==> config.mk <==
export PLATFORM = sky130hd
export DESIGN_NAME = ssp_ram
export DESIGN_NICKNAME = d
export VERILOG_FILES = /design/src/rtl/core/ssp_ram.sv
export SDC_FILE = /design/constraint.sdc
export NUM_CORES = 1
export LEC_CHECK = 0
export CAP_MARGIN = 25
export CORE_ASPECT_RATIO = 0.75
export CORE_MARGIN = 5
export CORE_UTILIZATION = 58
export DETAILED_ROUTE_END_ITERATION = 8
export DONT_BUFFER_PORTS = 1
export PLACE_DENSITY = 0.74
export SLEW_MARGIN = 10
export SYNTH_ARGS = -nofsm -noshare
export SYNTH_HDL_FRONTEND = slang
export SYNTH_SLANG_ARGS = --single-unit
==> constraint.sdc <==
create_clock -name clk_i -period 5.8 [get_ports clk_i]
set_clock_uncertainty 0.15 [all_clocks]
set_input_delay 1.45 -clock clk_i [delete_from_list [all_inputs] [get_ports clk_i]]
set_output_delay 1.45 -clock clk_i [all_outputs]
set_load 0.02 [all_outputs]
==> src/rtl/core/ssp_ram.sv <==
`default_nettype none
module ssp_ram #(
  parameter int unsigned WIDTH = 32,
  parameter int unsigned DEPTH = 16
) (
  input  wire logic                                    clk_i,
  input  wire logic                                    we_i,
  input  wire logic [(DEPTH > 1 ? $clog2(DEPTH) : 1)-1:0] waddr_i,
  input  wire logic [WIDTH-1:0]                        wdata_i,
  input  wire logic                                    re_i,
  input  wire logic [(DEPTH > 1 ? $clog2(DEPTH) : 1)-1:0] raddr_i,
  output logic      [WIDTH-1:0]                        rdata_o
);

  logic [WIDTH-1:0] mem_q [DEPTH];

  // one write port, one registered read port; read data holds until next read
  always_ff @(posedge clk_i) begin
    if (we_i) begin
      mem_q[waddr_i] <= wdata_i;
    end
    if (re_i) begin
      rdata_o <= mem_q[raddr_i];
    end
  end

endmodule
`default_nettype wire

Word level (Yosys, flattened, before mapping)
Memories as Yosys holds them, arrays and structs flattened. A register that Yosys moved wholly into a read port is not among the register bits.
Index checks and enable logic that the tools add are counted.
Storage, ports and cells
  output and inout bits: 32
  input port bits: 43
  flip-flop bits (word level): 0
  memories: 1
  bits in writable memories: 512
Memories
  mem_q: depth 16, width 32, rd ports 1, clocked after Yosys merged registers in 1, write ports 1, line 15  | logic [WIDTH-1:0] mem_q [DEPTH];
Operators by class
  muxes and demuxes: 2
Operators with widths (number)
  1-bit two-way mux: 2

Logic depth before layout (Yosys ltp)
Gate-level depths: netlist of the first run.
  depth after elaboration: 2
  depth in mapped cells: 5
  mapped depth without buffers: 3

Worst setup path after synthesis of the first run
Ideal clock, no wire load.
  path type: input port to flip-flop
  from: input waddr_i[2] in the netlist's numbering
  to: memory mem_q[0][0] (enable)
  library setup time: 0.461 ns
  arrival time: 4.168 ns
  stages on the path: 2
  path slack: 1.020 ns
  cell sequence: or3b_2 -> nor3_1
RTL lines
  from (decl): line 8  | input wire logic [(DEPTH > 1 ? $clog2(DEPTH) : 1)-1:0] waddr_i,
  to (decl): line 15
No word-level cell before the write port.

Worst setup path after layout of the first run
  from: input waddr_i[2] in the netlist's numbering
  to: memory mem_q[3][24] (enable)
No word-level cell before the write port.

==> results.json, run 1 <==
{
  "drtAntennaViolNets": 0,
  "start_util_pct": 58.4,
  "rsz0062_at_grt": "no",
  "drv_cap": 0,
  "antenna_found_initial": 0,
  "post-place-ws_ns": 2.43,
  "ys_types": 17,
  "die_x_um": 225,
  "nNetsFinal": 910,
  "portBuffers": 0,
  "ir_drop_uv": 309,
  "crit_fanout": 17,
  "cts_buffer_depth": 3,
  "avgSynthCellArea_um2": 24.1,
  "setup_violations": 0,
  "cts-root-buf": "clkbuf_16",
  "cts_sinks": 544,
  "io_pins": 75,
  "status": "finished, final reports clean",
  "design_power_total_uw": 8080,
  "syn-num-nets": 881,
  "synth_edf_count": 544,
  "dieArea_um2": 38700,
  "placed_cell_area_um2": 21000,
  "post_cts_buffers": 0,
  "cp.arrival_ns": 2.90,
  "hold_path.class": "reg2reg",
  "drive_above_1_share_pct": 26.4,
  "async_flop_share_pct": 0,
  "yosys.area.top_type_share_pct": 81.0,
  "die_y_um": 172,
  "yosysSeqAreaShare_pct": 81.0,
  "clk_latency_ns": 0.57,
  "synth_seq_cells": 544,
  "syn-instance-count": 838,
  "rows": 59,
  "post-route-util_pct": 65.6,
  "clk_pin_slew_worst_paths_ns": 0.06,
  "criticalPathCategory": "in2reg",
  "final_cell_area_um2": 22700,
  "whs_path_depth": 3,
  "grt.total_usage_pct": 21.0,
  "yosys-top-cells-count": "544 x edfxtp_1, 128 x mux4_2, 64 x a22oi_1",
  "ys_warn_count": 0,
  "crit_start": "waddr_i[2]",
  "gp_congestion": 0.718,
  "cts_hold_buf": 0,
  "diodes": 0,
  "rr_startpoint": "mem_q[2][9]",
  "core_area_um2": 34500,
  "htreeDepth": 2,
  "overflow": 0,
  "drv_slew": 0,
  "synthTopCellsByArea": "edfxtp_1 81%, mux4_2 14%, a22oi_1 2.4%",
  "areaGrowthSynthToFinish_pct": 12.3,
  "dr.pass1.iters": 5,
  "finalSetupTns_ns": 0,
  "hold_start": "mem_q[14][23]",
  "slowest_delay_ns": 0.59,
  "synth_top_cell_by_area": "edfxtp_1",
  "critPathLaunchType": "primary input",
  "cts_buffers": 49,
  "tightest_slew_ns": 1.08,
  "synth_area_um2": 20200,
  "wl_per_cell_um": 29.0,
  "cts_resized": 0,
  "crit_path_end_kind": "register",
  "fin_crit_ns": 2.79,
  "grt_pass1_vias": 9300,
  "max_freq_mhz": 358,
  "finalHoldViolCount": 0,
  "routed_via_density": 6.45,
  "dp_hpwl_um": 21800,
  "synth.most_common_cell": "edfxtp_1",
  "critPathRequiredTime_ns": 5.91,
  "relSlewSlack_pct": 28.2,
  "drtIter0Drc": 796,
  "grt_pass1_wl_um": 59600,
  "ys.flop_type": "edfxtp_1",
  "finalCritPeriodShare_pct": 48.1,
  "power_density_nw_per_um2": 357,
  "r2r_cells": 3,
  "drc_errors": 0,
  "wl_um": 39600,
  "cp_slowest_cell": "nor2_4",
  "crit_chain": "or3b_2 > nor2_4 > buf_16",
  "cts_tree": "done",
  "grt_max_degree": 129,
  "vias": 8783,
  "fin_ws_ns": 3.01,
  "leakagePower_uw": 0.00705
}
-- flip-flops by register name (all words and copies together) (netlist names) --
signal	count
mem_q	512
rdata_o	32
-- where the power goes --
part / internal [uW] / switching [uW]
logic: 129 / 108
clock network: 2000 / 1370
registers: 4430 / 50.2
-- cell families after synthesis --
kind of cell	count (synthesis)	synth area share [%]
buffers and inverters	43	1.10
flip-flops	544	81.0
AND/OR/NAND/NOR	59	1.25
multiplexers	128	14.3
AO/OA/AOI/OAI	64	2.38
-- placed cells by master, fill, tap and decap left out --
| cell type | count |
|---|---|
| a22oi_1 | 64 |
| and2_1 | 1 |
| buf_12 | 4 |
| buf_16 | 6 |
| buf_4 | 11 |
| bufinv_16 | 10 |
| clkbuf_1 | 8 |
| clkbuf_16 | 49 |
| clkinv_1 | 11 |
| clkinv_2 | 7 |
| edfxtp_1 | 544 |
| inv_6 | 4 |
| mux4_2 | 128 |
| nand2_1 | 33 |
| nand2b_1 | 2 |
| nand3_1 | 1 |
| nand3b_1 | 2 |
| nor2_4 | 13 |
| nor2b_4 | 2 |
| nor3_2 | 4 |
| or3b_2 | 1 |
-- worst max-delay path, delay by kind of cell --
family,cells,cell delay [ns]
buffers and inverters,1,0.26
and+or+nand+nor,2,1.17
-- worst paths after layout --
path,slack (ns),endpoint
worst max-delay path,3.01,mem_q[3][24]
worst min-delay path,0.61,rdata_o[23]
worst max register to register,4.04,rdata_o[9]
worst min register to register,0.61,rdata_o[23]
-- final cells by class --
type	instances	area, um^2
clock buffers	57	1260
clock inverters	32	412
fillers	2134	11900
multi-input cells	251	3750
flip-flops and latches	544	16300
well taps	457	572
repair buffers	21	328
-- through the flow --
| step | hold slack (ns) | std cells |
|---|---|---|
| 2_1_floorplan | 0.560 | 838 |
| 3_3_place_gp | 0.579 | 1263 |
| 3_5_place_dp | 0.597 | 1272 |
| 4_1_cts | 0.613 | 1361 |
| 5_1_grt | 0.630 | 1362 |
| 6_report | 0.609 | 1362 |
-- routing by layer --
| metal | GRT usage (%) | up-vias | routed length (um) |
|---|---|---|---|
| li1 | - | 3658 | - |
| met1 | 30.9 | 4750 | 16700 |
| met2 | 34.0 | 316 | 19700 |
| met3 | 3.84 | 59 | 2440 |
| met4 | 4.81 | 0 | 707 |
| met5 | 0 | - | 0 |
Power figures use the tool's default switching activity.
==> run 2, diff against run 1 <==
Settings changed: ABC_AREA set to 1, CORE_UTILIZATION 58 to 57, PLACE_DENSITY 0.74 to 0.75.
Clock period 5.8 ns to 2.4 ns, I/O delays scaled along.
==> results.json, run 2 <==
{
  "cts_tree": "done",
  "drtIter0Drc": 1780,
  "synthTopCellsByArea": "edfxtp_1 71%, nand2_1 11%, nand3_1 8.4%",
  "async_flop_share_pct": 0,
  "core_area_um2": 39700,
  "critPathRequiredTime_ns": 1.65,
  "wl_um": 51700,
  "drv_cap": 0,
  "tightest_slew_ns": 0.722,
  "dr.pass1.iters": 5,
  "rsz0062_at_grt": "no",
  "synth_top_cell_by_area": "edfxtp_1",
  "drv_slew": 0,
  "cts_buffer_depth": 3,
  "finalCritPeriodShare_pct": 79.4,
  "vias": 14700,
  "avgSynthCellArea_um2": 10.9,
  "final_cell_area_um2": 25600,
  "max_freq_mhz": 525,
  "synth_edf_count": 544,
  "leakagePower_uw": 0.0107,
  "largest_reg_flops": 512,
  "synth_area_um2": 23100,
  "nNetsFinal": 2174,
  "hold_path.class": "in2reg",
  "yosys.area.top_type_share_pct": 70.9,
  "drc_errors": 0,
  "ys.flop_type": "edfxtp_1",
  "synth.most_common_cell": "nand2_1",
  "yosysSeqAreaShare_pct": 70.9,
  "status": "finished, final reports clean",
  "wl_per_cell_um": 19.2,
  "clk_pin_slew_worst_paths_ns": 0.06,
  "syn-instance-count": 2120,
  "relSlewSlack_pct": 51.9,
  "areaGrowthSynthToFinish_pct": 11.1,
  "power_density_nw_per_um2": 766,
  "cts_resized": 0,
  "die_x_um": 242,
  "nFillCells": 2903,
  "antenna_found_initial": 1,
  "synth_seq_cells": 544,
  "drtAntennaViolNets": 0,
  "grt_pass1_vias": 14300,
  "setup_violations": 0,
  "rows": 63,
  "top_register": "mem_q",
  "dieArea_um2": 44600,
  "placed_cell_area_um2": 23700,
  "final_cell_mix": "677 x nand2_1, 544 x edfxtp_1, 386 x inv_1, 385 x nand3_1, 53 x clkbuf_16",
  "gp_congestion": 0.779,
  "dp_hpwl_um": 26300,
  "final_common_cell": "nand2_1",
  "cts_sinks": 544,
  "clk_latency_ns": 0.58,
  "yosys-top-cells-count": "677 x nand2_1, 544 x edfxtp_1, 388 x inv_1",
  "portBuffers": 0,
  "ir_drop_uv": 598,
  "die_y_um": 184,
  "htreeDepth": 2,
  "cts_buffers": 50,
  "criticalPathCategory": "reg2out",
  "routed_via_density": 5.45,
  "ys_warn_count": 0,
  "grt.total_usage_pct": 23.1,
  "ys_types": 14,
  "io_pins": 75,
  "grt_max_degree": 258,
  "overflow": 0,
  "post_cts_buffers": 0,
  "cp.arrival_ns": 1.16,
  "top_regs": "mem_q: 512 flops, rdata_o: 32 flops",
  "grt_pass1_wl_um": 80600,
  "critPathLaunchType": "register",
  "cts_hold_buf": 33,
  "start_util_pct": 58.0,
  "crit_path_end_kind": "primary output",
  "design_power_total_uw": 19600,
  "crit_fanout": 1,
  "cts-root-buf": "clkbuf_16",
  "finalSetupTns_ns": 0,
  "drive_above_1_share_pct": 5.43,
  "finalHoldViolCount": 0,
  "syn-num-nets": 2163,
  "fin_crit_ns": 1.91
}
[run 2: cells by family (layout without fill, tap and decap cells)]
logic type,Yosys count,count (layout),synth area share (%)
and+or+nand+nor,1081,1081,19.7
other,0,1,0
buffers and inverters,495,547,9.41
DFF,544,544,70.9
[run 2: layout make-up]
cell class	instances	area (um^2)	share of cell area (%)
antenna	1	2.50	0.00977
clock buffer	65	1370	5.35
clock inverter	28	223	0.869
inverter	390	1470	5.74
multi-input combinational	1081	4670	18.2
sequential	544	16300	63.8
tap	520	651	2.54
timing repair buffer	64	893	3.49
[run 2: path summary, 6_finish.rpt]
| kind | cells past startpoint | to | from | slack (ns) |
|---|---|---|---|---|
| setup reg to reg | 6 | rdata_o[20] | mem_q[1][20] | 1.05 |
| hold reg to reg | 6 | rdata_o[21] | mem_q[5][21] | 0.58 |
| hold / removal | 2 | rdata_o[15] | raddr_i[3] | 0.11 |
| setup / recovery | 0 | rdata_o[18] | rdata_o[18] | 0.49 |
[run 2: power by group]
group	leakage [uW]	switching (uW)	internal (uW)	total [uW]
clock network	0.000785	3320	4440	7760
logic	0.00495	682	332	1010
registers	0.00494	132	10700	10800
[run 2: through the flow]
| step | util (%) | cells | hold slack, ns | worst slack [ns] |
|---|---|---|---|---|
| floorplan | - | 2120 | 0.533 | -0.343 |
| detailed placement | 59.6 | 2566 | 0.550 | 0.288 |
| finish | 64.5 | 2693 | 0.105 | 0.495 |
| CTS | 64.5 | 2692 | 0.0733 | 0.486 |
| global route | 64.5 | 2692 | 0.0963 | 0.446 |
| global placement | 59.6 | 2566 | 0.550 | 0.355 |
[run 2: worst register-to-register path: cells and delay by family, from the launching register on]
family,cells,cell delay [ns]
buffers and inverters,1,0.07
flip-flops,1,0.36
AND/OR/NAND/NOR,5,0.54
[run 2: per-layer routing]
metal	vias up	track usage, %	part of all wire [%]
met1	7055	33.1	43
li1	6904	-	-
met2	610	37.2	47
met5	-	0	0.025
met4	2	6.30	2.1
met3	97	4.49	8.4
